### src/hdl/bilateral_filter_window_assert.svh
// assertion macros for the bilateral filter window block
`ifndef BILATERAL_FILTER_WINDOW_ASSERT_SVH
`define BILATERAL_FILTER_WINDOW_ASSERT_SVH
`ifndef SYNTHESIS
`define BFW_ASSERT(lbl, clk, rstn, prop, msg) \
    lbl: assert property (@(posedge clk) disable iff (!rstn) prop) else $error(msg);
`define BFW_NEVER(lbl, clk, rstn, cond, msg) \
    lbl: assert property (@(posedge clk) disable iff (!rstn) !(cond)) else $error(msg);
`else
`define BFW_ASSERT(lbl, clk, rstn, prop, msg)
`define BFW_NEVER(lbl, clk, rstn, cond, msg)
`endif
`endif

### src/hdl/bfw_pkg.sv
// shared types and constants of the bilateral filter window block
`default_nettype none
package bfw_pkg;
    localparam int PIX_W       = 8;
    localparam int TIDX_W      = 8;
    localparam int TVAL_W      = 16;
    localparam int WEIGHT_BITS = 16;
    localparam int MAX_HEIGHT  = 1024;
    localparam int ROW_W       = 10;
    localparam int CFG_W       = 11;
    localparam int RAD_W       = 3;
    localparam int SPATIAL_DEPTH = 64;
    localparam int SIDX_W      = 6;
    localparam int RANGE_DEPTH = 256;
    localparam int PADDR_W     = 4;
    localparam int PDATA_W     = 32;

    localparam logic [1:0] REG_FRAME_WIDTH   = 2'd0;
    localparam logic [1:0] REG_FRAME_HEIGHT  = 2'd1;
    localparam logic [1:0] REG_WINDOW_RADIUS = 2'd2;

    typedef enum logic [1:0] {
        CMD_PIXEL   = 2'd0,
        CMD_FLUSH   = 2'd1,
        CMD_SPATIAL = 2'd2,
        CMD_RANGE   = 2'd3
    } cmd_t;

    typedef struct packed {
        cmd_t               kind;
        logic [PIX_W-1:0]   pixel;
        logic [TIDX_W-1:0]  index;
        logic [TVAL_W-1:0]  value;
    } bfw_item_t;

    typedef struct packed {
        logic [CFG_W-1:0] frame_width;
        logic [CFG_W-1:0] frame_height;
        logic [RAD_W-1:0] window_radius;
    } bfw_cfg_t;

    typedef enum logic [2:0] {
        ST_IDLE,
        ST_CHK,
        ST_E0,
        ST_E1,
        ST_RUN,
        ST_DRAIN,
        ST_DIV,
        ST_OUT
    } bfw_state_t;
endpackage
`default_nettype wire

### src/hdl/bfw_front.sv
// input side: accepts items, drops out-of-range spatial writes, two-entry queue
`default_nettype none
module bfw_front
(
    input  wire logic                       clk,
    input  wire logic                       rst_n,
    input  wire logic                       in_valid,
    output logic                            in_stall,
    input  wire logic [1:0]                 cmd,
    input  wire logic [bfw_pkg::PIX_W-1:0]  pixel_value,
    input  wire logic [bfw_pkg::TIDX_W-1:0] table_index,
    input  wire logic [bfw_pkg::TVAL_W-1:0] table_value,
    output logic                            q_valid,
    output bfw_pkg::bfw_item_t              q_item,
    input  wire logic                       q_take
);
    bfw_pkg::bfw_item_t fifo_mem [2];
    logic       wptr_reg, rptr_reg;
    logic [1:0] count_reg, count_next;
    logic       accept, keep, push;
    bfw_pkg::bfw_item_t item;

    assign in_stall = (count_reg == 2'd2);
    assign accept   = in_valid && !in_stall;

    always_comb
    begin
        item.kind  = bfw_pkg::cmd_t'(cmd);
        item.pixel = pixel_value;
        item.index = table_index;
        item.value = table_value;
        // spatial entries above the table are ignored
        keep = !((item.kind == bfw_pkg::CMD_SPATIAL) &&
                 (table_index >= bfw_pkg::TIDX_W'(bfw_pkg::SPATIAL_DEPTH)));
    end

    assign push    = accept && keep;
    assign q_valid = (count_reg != 2'd0);
    assign q_item  = fifo_mem[rptr_reg];

    always_comb
    begin
        count_next = count_reg;
        if (push && !q_take)
        begin
            count_next = count_reg + 2'd1;
        end
        else if (!push && q_take)
        begin
            count_next = count_reg - 2'd1;
        end
    end

    always_ff @(posedge clk or negedge rst_n)
    begin
        if (!rst_n)
        begin
            wptr_reg  <= 1'b0;
            rptr_reg  <= 1'b0;
            count_reg <= 2'd0;
        end
        else
        begin
            count_reg <= count_next;
            if (push)
            begin
                wptr_reg <= !wptr_reg;
            end
            if (q_take)
            begin
                rptr_reg <= !rptr_reg;
            end
        end
    end

    always_ff @(posedge clk)
    begin
        if (push)
        begin
            fifo_mem[wptr_reg] <= item;
        end
    end
endmodule
`default_nettype wire

### config.mk
export PLATFORM = sky130hd
export DESIGN_NAME = bfw_front
export DESIGN_NICKNAME = d
export VERILOG_FILES = /design/src/hdl/bilateral_filter_window_assert.svh /design/src/hdl/bfw_pkg.sv /design/src/hdl/bfw_front.sv
export SDC_FILE = /design/constraint.sdc
export NUM_CORES = 1
export LEC_CHECK = 0
export BUFFER_PORTS_ARGS = -buffer_cell sky130_fd_sc_hd__buf_2
export CAP_MARGIN = 15
export CORE_MARGIN = 2
export CORE_UTILIZATION = 48
export CTS_CLUSTER_DIAMETER = 150
export DETAILED_ROUTE_END_ITERATION = 10
export PLACE_DENSITY_LB_ADDON = 0.25
export SLEW_MARGIN = 20
export SYNTH_ARGS = -nofsm -noshare
export SYNTH_HDL_FRONTEND = slang
export SYNTH_SLANG_ARGS = --single-unit
### constraint.sdc
create_clock -name clk -period 3.7 [get_ports clk]
set_clock_uncertainty 0.1 [all_clocks]
set_input_delay 0.37 -clock clk [delete_from_list [all_inputs] [get_ports clk]]
set_output_delay 0.37 -clock clk [all_outputs]
set_load 0.05 [all_outputs]
---- Word-level counts from Yosys, hierarchy flattened ----
Memories as Yosys holds them, arrays and structs flattened.
Index checks and enable logic that the tools add are counted.
cells by class
  $add $sub $neg .......................... 2
  magnitude comparators ................... 1
  equality and inequality tests ........... 2
  mux-type cells .......................... 4
  reductions and logical operators ........ 13
operators with widths
  cell                 number
  $ge 8x7->1 const B   1
  $logic_not 1->1      6
  $logic_and 1x1->1    5
  $eq 2x2->1 const B   2
  $mux 2               2
  $reduce_bool 2->1    2
  $add 2x1->2 const B  1
  $mux 1               2
  $sub 2x1->2 const B  1
storage, ports and cells
  register bits after elaboration ......... 4
  bits in writable memories ............... 68
  input port bits ......................... 38
  output and inout bits ................... 36
  word-level logic and storage cells ...... 26
  memories ................................ 1
memories
  name      words  bits a word  rd ports  clocked after Yosys merged registers in  wr ports  RTL line         source
  fifo_mem  2      34           1         0                                        1         bfw_front.sv:17  bfw_pkg::bfw_item_t fifo_mem [2];

---- Longest topological paths before layout ----
Gate-level depths: netlist of the first run.
  depth after elaboration ................. 8
  gate-level depth with buffers ........... 7
  depth with buffers taken out ............ 7

---- Least setup slack after synthesis of the first run ----
No wires, ideal clock.
  kind .................................... input port to flip-flop
  from .................................... in table_index[7] in the netlist's numbering
  to ...................................... mem fifo_mem[0][0] in the netlist's numbering (enable)
  setup time .............................. 0.425 ns
  data arrival time ....................... 2.120 ns
  required time ........................... 3.175 ns
  path slack .............................. 1.055 ns
  stages .................................. 3
  buffers on the path ..................... 0
  path through ............................ nor2_1 > o311ai_4 > nor2_1
between the ends
  cells in the longest elaborated chain, start to end .. 6
RTL lines
  item                          RTL line         source
  start, declared               bfw_front.sv:11  input wire logic [bfw_pkg::TIDX_W-1:0] table_index,
  $ge 8x7->1                    bfw_front.sv:34  (table_index >= bfw_pkg::TIDX_W'(bfw_pkg::SPATIAL_DEPTH)));
  $logic_and 1x1->1             bfw_front.sv:33  keep = !((item.kind == bfw_pkg::CMD_SPATIAL) &&
  $logic_not 1->1               bfw_front.sv:33
  $logic_and 1x1->1             bfw_front.sv:37  assign push = accept && keep;
  $mux 1                        bfw_front.sv:78  if (push)
  $mux 1 (not written as such)  bfw_front.sv:80  fifo_mem[wptr_reg] <= item;
  end, declared                 bfw_front.sv:17
Every way passes these cells.

==> flow_results.org, run 1 <==
** Timing
- Setup violations remaining at the end of the flow were counted as 0.
- In the finished design, the share of the clock period the worst path needs comes to about two thirds.
- Highest attainable clock frequency :: 401.3 MHz
- Final Hold Viols :: 0
- Unrepaired setup endpoints after global routing :: no
- The worst path in the final design needs a cycle of ~2500 ps, including I/O delays and setup.
- Adding up every negative setup slack in the final design gives 0 ps.
- The number of pins with negative max-slew slack in the final report is 0.
- Final hold analysis gives a worst-case slack of 127.3 ps.
- Headroom to the max-slew limit came out at 30.33%.
- For the pin with the worst max-slew slack, the measured transition is 1045 ps.

** Drt
- After detailed routing, the number of remaining DRC violations is 0.
- First-pass iteration count of the detailed router :: 4
- In the final routed layout, each cell accounts on average for 15.56 µm.
- The final layout contains routed wiring with a total length of between 4 and 5 mm.
- The first routing iteration left 69 violations.
- The detail route stage leaves a number of antenna-violating nets equal to 0.
- Via density per instance :: between 4 and 5
- For this block, the via count after detailed routing is 1384.

** Min path
- Type of the tightest min-delay check :: in2reg
- Counting instances, the worst hold path has a depth of 1.
- In this run the most critical hold path is launched from pixel_value[6].
- The worst hold path terminates at fifo_mem[1][30]$_DFFE_PP_.

** Critical path
- The worst register-to-register path begins at count_reg[0]$_DFFE_PN0P_.
- The largest single stage delay on the critical path is 1040 ps.
- The kind of cell with the highest combined delay along the critical path is flip-flops.
- Depth of the worst register-to-register path :: 3
- Along the worst path, the maximum fanout reaches 35.
- The number of buffers and inverters on the critical path is 1.
- Arrival time of the worst setup path :: 2020 ps
- Data required time of the critical path :: 3230 ps
- The critical path goes through mux2_2 > buf_2.
- Kind of critical path :: reg2out
- STA classifies the critical path startpoint as a flip-flop.
- Capturing point of the worst reg2reg path :: fifo_mem[0][1]$_DFFE_PP_
- For flop-to-flop paths, the worst setup slack is 1650 ps.
- Slowest stage cell on the critical path :: dfrtp_2
- The worst setup path is captured at an output pin.

** Logic synthesis
- Yosys reg bits :: 72
- When the netlist entered floorplanning its net count stood at 167.
- After synthesis, flip-flops and latches occupy 76.22% of the total area.
- Cell area after synthesis :: 0.002810 mm²
- The cell count after synthesis came out at between 100 and 150.
- Warnings, synthesis :: 0
- Counting distinct cell types in the post-synthesis netlist gives 13.
- Mean instance size in the synthesized netlist :: 21.95 µm²

** Power
- Proportion of power drawn by the clock network :: 18.5%
- The analysis attributes to net switching a power of 0.001229 W.
- Leakage dissipation :: between 1 and 1.5 nW
- Maximum ir drop on the vdd rail :: 0.0004898 V
- Net switching is 40.35% of the power.
- Dividing total power by cell area gives a power density of between 800 and 900 mW/mm².
- The internal power of the cells totals ~0.0018 W.
- Combinational cells account for 40.9% of the total power.
- Register share of total power :: between 40 and 50%

** Final layout
- Antenna cell count :: 0
- For this run, the post-layout net count is 248.
- Of the cells placed in the final design, the portion with a size suffix greater than 1 is 59.15%.
- Growth of design area from synthesis to finish :: 21.82%
- Number of flip-flops under the largest register name :: between 60 and 70
- The count of cells in the finished layout, fillers not included, comes to 285.
- The library cell used most frequently in the layout, excluding fill and tap cells, is buf_2.
- In the layout the commonest cells are buf_2 (73), edfxtp_1 (68), mux2_4 (29).

** Placement
- The count of buffers added on input and output ports is 73.
- Placer's final routability congestion estimate :: about 0.63
- The number of placed instances, taps included, is 269.
- Sum of net half-perimeters after detailed placement :: 2.937 mm

** Clocking
- Clock latency reported for the late side of the worst-skew pair :: between 300 and 400 ps
- The H-tree generated during clock tree synthesis spans 3 levels.
- Maximum number of buffers from clock root to sink :: 2
- Clock buffer count from CTS :: 9
- Setup fix buffers added after clock tree synthesis :: 0
- The root buffer cell chosen for the clock tree is clkbuf_8.
- The clock net in this run drives a total of 72 sinks.
- Clock tree from TritonCTS :: done
- After clock tree synthesis, the flow added hold-fix buffers numbering 1.
- In this run, post-CTS repair resized a total of 0 instances.
- Clock edge transition at the registers on the reported setup and hold paths :: 70 ps

** Floorplanning
- The die is around 80 µm tall.
- The core region is about 0.0056 mm².
- Die area :: 0.006483 mm²
- From left edge to right edge, the die measures 80.52 µm.
- In this run the count of I/O pins placed on the die edge is between 70 and 80.
- The initial utilization of the core area, before any placement, comes to 50.42%.
- Number of placement rows :: 27

** Global route
- Global-route wire length before repair :: 6.506 mm
- Via count of the first global-routing pass :: 1373
- Global router's overall resource usage :: between 10% and 20%
- Remaining global-route overflow :: 0
- Entering global routing, the biggest net connects 36 pins.
- Number of antenna violations at the first check in global routing :: 0

** Job
- Total of max-cap violations :: 0

** Outcome
- Run status :: complete, no violations
-- worst max path at each step --
stage	cells after the start	end	from
2_1_floorplan	3	fifo_mem[0][0]$_DFFE_PP_	table_index[7]
3_3_place_gp	2	q_item[25]	rptr_reg$_DFFE_PN0P_
3_5_place_dp	2	q_item[26]	rptr_reg$_DFFE_PN0P_
4_1_cts	2	q_item[25]	rptr_reg$_DFFE_PN0P_
5_1_grt	2	q_item[26]	rptr_reg$_DFFE_PN0P_
6_report	2	q_item[25]	rptr_reg$_DFFE_PN0P_
-- power by group through the flow --
stage,clock (W),combinational [W],sequential [W]
floorplan,0,0.00115,0.00115
CTS,0.000573,0.00126,0.00125
global route,0.000610,0.00130,0.00126
detailed placement,0,0.00125,0.00126
finish,0.000563,0.00124,0.00124
global placement,0,0.00124,0.00124
-- worst register-to-register path: cells and delay by family, from the launching register on --
kind	cells	cell delay (ps)
and+or+nand+nor	2	980
DFF	1	410
AOI/OAI and AO/OA	1	160
-- cell type report --
| type | instances | area, µm² |
|---|---|---|
| sequential | 72 | 2143 |
| clock inverter | 5 | 48.80 |
| inverter | 5 | 18.77 |
| tap | 72 | 90.09 |
| multi-input combinational | 47 | 619.3 |
| timing repair buffer | 74 | 375.4 |
| fill | 438 | 2151 |
| clock buffer | 10 | 127.6 |
-- logic make-up (layout without fill, tap and decap cells) --
logic type,Yosys count,count (layout),synth area share (%)
compound gates,1,1,0.9352
xor+xnor,5,5,1.559
fa+ha+maj,1,1,0.4452
buf+inv,9,94,2.271
flops,72,72,76.22
mux,34,34,17.50
simple gates,6,6,1.069
-- per-layer routing --
metal,vias to the layer above,track usage (%),wire (µm)
li1,653,-,-
met1,682,16.12,1734
met2,45,24.00,2351
met3,4,5.730,301
met4,0,5.085,48
met5,-,0,0
-- through the flow --
step / power [W] / utilization (%) / setup WS (ps) / area, µm²
2_1_floorplan: 0.002297 / - / 1055 / 2810
3_3_place_gp: 0.002484 / 58.07 / 1573 / 3237
3_5_place_dp: 0.002518 / 58.07 / 1518 / 3237
4_1_cts: 0.003076 / 61.41 / 1162 / 3423
5_1_grt: 0.003173 / 61.41 / 1107 / 3423
6_report: 0.003045 / 61.41 / 1208 / 3423
-- Yosys cell counts --
cell / n / area, µm²
ha_1: 1 / 12.51
nand2b_2: 1 / 8.760
mux2_4: 29 / 435.4
edfxtp_1: 68 / 2042
inv_1: 5 / 18.77
xor2_1: 3 / 26.28
xnor2_1: 2 / 17.52
dfrtp_1: 4 / 100.1
or2_2: 1 / 6.260
o311ai_4: 1 / 26.28
buf_6: 4 / 45.04
mux2_2: 5 / 56.30
nor2_1: 4 / 15.01
No activity file was read; power rests on OpenSTA's default activity.
==> inputs of run 2 (changes only) <==
Clock period 3.7 ns to 2.58 ns, I/O delays scaled along.
==> run 2 against run 1 <==
Compared with the run above: critical endpoint is now q_item[27]; cell area grew 2.3%; core utilization grew 1.4 points; clock power increased by 39%; critical path type unchanged; cell count is 1.4% higher; register-to-register slack lost 790 ps; via count is the same; first-iteration DRC count fell by 29%; worst hold slack worse by 110 ps; sequential power rose by 36%; clock-buffer cell count fell by 1; critical path depth is 1 higher.
==> flow_results.org, run 2 (same netlist as run 1, synthesis figures left out) <==
** Outcome
- Run status :: complete, no violations

** Timing
- Final clock period utilization by the worst path :: 84.01%
- Crit path time final :: 2167 ps
- Slew margin rel. :: 70.74%
- Setup slack on the critical path of the routed design comes to between 400 and 500 ps.
- Pin slew with the least headroom to its limit :: 439.0 ps
- Highest attainable clock frequency :: about 460 MHz
- Post-Route Setup TNS :: 0 ps
- Final Hold Viols :: 0
- Setup violations remaining at the end of the flow were counted as 0.
- The number of pins with negative max-slew slack in the final report is 0.
- Post-Route Hold Slack :: between 15 and 20 ps
- Setup repair after global routing left no endpoint under its margin.

** Final layout
- The library cells used most frequently in the layout, excluding fill and tap cells, are buf_2 (73), edfxtp_1 (68), mux2_4 (29).
- The post-route netlist has roughly 59% of its cells at a drive strength greater than 1.
- End-of-flow core utilization :: 62.81%
- The final layout contains around 250 nets.
- Growth of design area from synthesis to finish :: 24.58%
- Most frequent standard cell in the layout excluding fill and tap cells :: buf_2
- The register with the most flip-flops in the layout has 68 of them.
- The count of cells in the finished layout, fillers not included, comes to ~290.
- 0 antenna diodes ended up in the layout.

** Critical path
- Data required time of the critical path :: around 2200 ps
- Depth of the worst register-to-register path :: 4
- STA classifies the critical path startpoint as a flip-flop.
- STA puts the critical path data arrival time at 1810 ps.
- Crit path buffers/inverters :: 2
- Slowest stage cell on the critical path :: dfrtp_2
- Along the worst path, the maximum fanout reaches 23.
- Top delay family on crit path :: flip-flops
- Traced cell by cell, the critical path runs through buf_12 > mux2_2 > buf_2.
- In this run the number of cells on the critical path is 3.
- The worst setup path is captured at an output pin.
- Largest incremental delay on the critical path :: 640 ps
- The worst setup path is of the reg2out kind.

** Clocking
- Maximum number of buffers from clock root to sink :: 2
- TritonCTS built the clock tree.
- Number of clock sinks :: 72
- Clock Tree Root :: clkbuf_8
- The number of setup buffers added after CTS is 0.
- Total number of H-tree levels :: 3
- At the later pin of the worst-skew pair, clock insertion delay measures 320 ps.
- Gates resized, CTS repair :: 0
- For this design, the CTS-stage hold fixing added 3 buffers.
- Clock edge transition at the registers on the reported setup and hold paths :: 70 ps
- TritonCTS created 9 clock buffers.

** Floorplanning
- Core Area :: 0.005574 mm²
- Width of the chip :: 80.52 µm
- Initial standard-cell utilization of the core :: 50.42%
- Number of placement rows :: 27
- For this design the top-level I/O count stands at 74.
- Die area :: 0.006483 mm²
- Measured along the y axis, the die boundary spans 80.52 µm.

** Drt
- Post-DRT Antenna Nets :: 0
- For this run, design rule violations remaining after detail routing come to 0.
- For this block, the initial DRC count from the detailed router was 49.
- The routed design has roughly 4.4 mm of wire.
- Summing over every cut layer, the via total after detailed routing is 1384.
- After detailed routing, the average wire length per cell comes to around 15 µm.
- In the routed layout, each cell is associated on average with a via count of between 4 and 5.
- The first detailed-routing pass ran for 4 iterations.

** Placement
- Input and output buffers added on the ports amount to between 70 and 80.
- At the end of routability-driven placement, the weighted congestion stood at 0.6674.
- The number of placed instances, taps included, is 272.
- Sum of net half-perimeters after detailed placement :: between 3 and 4 mm
- Worst setup timing slack at the placement stage :: 761.8 ps

** Min path
- The path class of the tightest hold or removal check is in2reg.
- Counting instances, the worst hold path has a depth of 1.

** Power
- Logic gate share of total power :: 43.8%
- The clock network burns between 15 and 20% of the power.
- Switching part of the total power :: 39.94%
- Maximum ir drop on the vdd rail :: 0.0006959 V
- In this run the static leakage power is between 1 and 1.5 nW.
- Register share of total power :: around two fifths
- For this design the ratio of total power to cell area is 1257 mW/mm².
- Net switching power figure :: 0.001758 W
- Internal Power :: approximately 0.0026 W

** Global route
- The via count of the first global-routing pass came to approximately 1400.
- After global routing the overflow that remains totals 0.
- Global-route wire length before repair :: 6.748 mm
- Maximum number of pins on one net before global-route repair :: 25
- For this run, the total global-route usage over all layers was measured as 14.56%.
- The initial antenna violation count came to 0.

** Job
- Total of max-cap violations :: 0
==> run 2: changes by cell type in the layout (fill, tap and decap cells not counted) <==
cell,delta
clkinv_1,+1
clkinvlp_4,+1
dlygate4sd3_1,+2
clkinv_2,-2
buf_12,+3
clkbuf_1,-1
==> run 2: worst paths after layout <==
check	endpoint	slack, ps	start
setup / recovery	q_item[27]	410	rptr_reg$_DFFE_PN0P_
hold / removal	fifo_mem[0][20]$_DFFE_PP_	20	table_index[4]
setup reg to reg	fifo_mem[1][21]$_DFFE_PP_	860	count_reg[0]$_DFFE_PN0P_
hold reg to reg	count_reg[1]$_DFFE_PN0P_	410	count_reg[1]$_DFFE_PN0P_
max in group asynchronous	rptr_reg$_DFFE_PN0P_	2080	rst_n
min in group asynchronous	count_reg[1]$_DFFE_PN0P_	170	rst_n
==> run 2: metal layers <==
layer  vias up  GRT usage, %  wire length [µm]
met4         0         8.644                99
met5         -             0                 0
met3        11         4.494               277
li1        658             -                 -
met2        47         25.25              2306
met1       668         15.51              1721
==> run 2: stage by stage <==
step	instance area [µm²]	total power, W
global placement	3297	0.003618
finish	3501	0.004401
global route	3501	0.004590
floorplan	2810	0.003294
detailed placement	3297	0.003663
CTS	3501	0.004458
==> run 2: final cells by class <==
type                            count  area (µm²)
Sequential cell                    72        2143
Multi-Input combinational cell     47       619.3
Timing Repair Buffer               79       455.4
Clock inverter                      5       50.05
Tap cell                           72       90.09
Fill cell                         412        2073
Inverter                            5       18.77
Clock buffer                        9       123.9
==> run 2: power groups by stage <==
| stage | registers, W | logic (W) | clock network [W] |
|---|---|---|---|
| floorplan | 0.00164 | 0.00165 | 0 |
| global placement | 0.00170 | 0.00192 | 0 |
| detailed placement | 0.00172 | 0.00195 | 0 |
| CTS | 0.00169 | 0.00195 | 0.000813 |
| global route | 0.00172 | 0.00201 | 0.000860 |
| finish | 0.00169 | 0.00193 | 0.000785 |
==> inputs of run 3 (changes only) <==
Settings changed: CORE_UTILIZATION 48 to 47.
Clock period 2.58 ns to 1.9 ns, I/O delays scaled along.
==> run 3 against run 2 <==
Compared with the run above: register-to-register slack got worse by 630 ps; combinational power up 44%; non-clock buffer count up 37; clock-buffer cell count unchanged; cell area up 10%; cell count is 15% higher; core utilization up 3.2 points; clock power increased by 43%; wire length rose by 8.5%; die area increased by 2.0%; largest power group unchanged; highest routed layer unchanged.
==> flow_results.org, run 3 (same netlist as run 1, synthesis figures left out) <==
** Drt
- The detailed router placed roughly 1500 vias in this run.
- After detailed routing, the number of vias per cell comes to about 4.6.
- Number of violations reported at the end of detailed-routing iteration 0 :: between 60 and 70
- The final layout contains routed wiring with a total length of 4.778 mm.
- First-pass iteration count of the detailed router :: 4
- For this run, design rule violations remaining after detail routing come to 0.
- Average routed wire per standard cell :: around 14 µm
- Post-DRT Antenna Nets :: 0

** Timing
- Final slew viol count :: 0
- Dividing the final minimum period by the clock period gives 95.51%.
- In the post-route analysis, the smallest setup slack over all paths is 85.31 ps.
- Measured against its own limit, the worst slew margin works out to 76.15%.
- The worst path needs roughly 1800 ps of the cycle, external delays included.
- For this run, the top clock speed supported by timing is roughly 550 MHz.
- At the pin with the least slew margin, the transition time is 356.9 ps.
- Final Hold Viols :: 0
- Total of endpoints with negative setup slack in the final report :: 0
- Unrepaired setup endpoints after global routing :: no

** Floorplanning
- Number of placement rows :: 28
- In this run the horizontal extent of the chip is roughly 81 µm.
- Initial standard-cell utilization of the core :: about half
- Die outline height :: around 81 µm
- In this run the standard cell core region covers 0.005851 mm².
- Number of I/O pins :: 74
- The die covers between 0.006 and 0.007 mm².

** Placement
- Detailed placement ended at an HPWL of 3.000 mm.
- Area post-placement :: 0.003298 mm²
- Worst setup timing slack at the placement stage :: roughly 200 ps
- The count of buffers added on input and output ports is 73.
- Placed cell count :: 278
- The congestion estimate from routability-driven global placement came to about 0.63.

** Critical path
- STA classifies the critical path startpoint as an input port.
- Data required time of the critical path :: between 2000 and 2500 ps
- Beginning of the critical path :: cmd[0]
- Setup crit end kind :: flip-flop
- In this run the worst path has a maximum fanout of 4.
- Arrival time of the worst setup path :: 1970 ps
- Worst setup path endpoint :: count_reg[1]$_DFFE_PN0P_
- In this run the critical register-to-register path is captured at fifo_mem[1][13]$_DFFE_PP_.
- R2R Setup Slk :: 230 ps
- Depth of the worst register-to-register path :: 5
- The startpoint identified for the worst register-to-register timing path is count_reg[0]$_DFFE_PN0P_.
- Kind of critical path :: in2reg

** Power
- Leakage dissipation :: between 1.5 and 2 nW
- Net switching power figure :: 0.002458 W
- The internal portion of the total power is 0.003665 W.
- Of the total power, registers draw 36.4%.
- Switching part of the total power :: around 40%
- Combinational cells account for 45.3% of the total power.
- The design draws 0.006122 W.
- Maximum ir drop on the vdd rail :: 0.0008562 V
- Proportion of power drawn by the clock network :: 18.3%
- Power density normalized to cell area :: ~1600 mW/mm²

** Global route
- The initial antenna violation count was 0.
- The first global-routing pass estimated 7.224 mm of wire.
- The via count of the first global-routing pass is between 1500 and 2000.
- Remaining global-route overflow :: 0
- Maximum number of pins on one net before global-route repair :: 19
- For this run, the total global-route usage over all layers was measured as 15.32%.

** Final layout
- Nets@finish :: 290
- Antenna cell count :: 0
- Number of standard cells in the final layout excluding fillers :: roughly 330
- Number of flip-flops under the largest register name :: around 70
- Leaving out fill and tap cells, the most frequent cell in the layout is buf_2.
- End-of-flow core utilization :: about two thirds
- From synthesis to final layout, the design area changed by 37.36%.
- Leaving out fill and tap cells, the most frequent cells in the layout are buf_2 (73), edfxtp_1 (68), dlygate4sd3_1 (36).
- Finished Cell Area :: 0.003860 mm²
- Share of layout cells above drive strength 1 :: 52.34%

** Clocking
- In this run, CTS created clock tree buffers numbering 9.
- Clock latency reported for the late side of the worst-skew pair :: roughly 330 ps
- Clock edge transition at the registers on the reported setup and hold paths :: approximately 70 ps
- Clock tree from TritonCTS :: done
- The H-tree was split into 3 levels.
- Clock tree synthesis selected as its root buffer the cell clkbuf_8.
- Number of clock sinks :: 72
- Counting along the longest clock path gives a buffer depth of 2.

** Min path
- Type of the tightest min-delay check :: in2reg
- Hold Startpoint :: in_valid

** Outcome
- Run status :: complete, no violations

** Job
- Total of max-cap violations :: 0
[run 3: changes by cell type in the layout (fill, tap and decap cells not counted), sizes merged]
cell         previous run  this run
dlygate4sd3             3        36
buf                    76        80
clkinv                  3         4
clkinvlp                1         2
[run 3: worst min-delay path by stage]
stage                                     endpoint  slack (ps)  depth (start not counted)
after global placement    count_reg[0]$_DFFE_PN0P_        -100                          1
after floorplan           count_reg[0]$_DFFE_PN0P_        -210                          0
final                         wptr_reg$_DFFE_PN0N_          90                          3
after detailed placement  count_reg[0]$_DFFE_PN0P_        -100                          1
after CTS                 count_reg[0]$_DFFE_PN0P_          70                          2
after global routing          wptr_reg$_DFFE_PN0N_          80                          3
[run 3: power groups by stage]
stage | combinational, W | sequential [W] | clock, W
2_1_floorplan | 0.00225 | 0.00223 | 0
3_3_place_gp | 0.00269 | 0.00224 | 0
3_5_place_dp | 0.00272 | 0.00226 | 0
4_1_cts | 0.00279 | 0.00223 | 0.00115
5_1_grt | 0.00292 | 0.00226 | 0.00121
6_report | 0.00277 | 0.00223 | 0.00112
[run 3: cell type report]
class                   instances  area, µm²
clock inverters                 7      62.56
repair buffers                116      798.3
fillers                       408       1991
flip-flops and latches         72       2143
well taps                      75      93.84
multi-input cells              47      619.3
clock buffers                   9      123.9
inverters                       5      18.77
[run 3: routing by layer]
metal / vias to the layer above / track usage, % / wire length [µm]
li1: 735 / - / -
met2: 41 / 26.89 / 2630
met1: 725 / 17.09 / 1910
met5: - / 0 / 0
met4: 0 / 8.644 / 51
met3: 6 / 3.444 / 186
[run 3: what timing repair did]
| action | CTS | global route |
|---|---|---|
| hold buffers | 36 | 0 |
| setup buffers | 0 | 1 |
| resized for setup | 1 | 1 |
| pin swaps | 0 | 1 |
| cloned | 0 | 0 |
| endpoints found under the hold margin | 73 | 0 |
| setup endpoints to repair | 2 | 3 |
[run 3: through the flow]
stage	hold slack, ps	TNS (ps)
after floorplan	-205.6	-12220
after global placement	-99.27	0
final	90.73	0
after detailed placement	-98.94	0
after global routing	80.93	0
after CTS	66.06	0
[run 3: critical path, cell delays in order]
cell and delay (ps):
dlygate4sd3_1 530, buf_2 150, o311ai_4 390, inv_1 90, ha_1 320, nor2_1 140
xor2_1 160
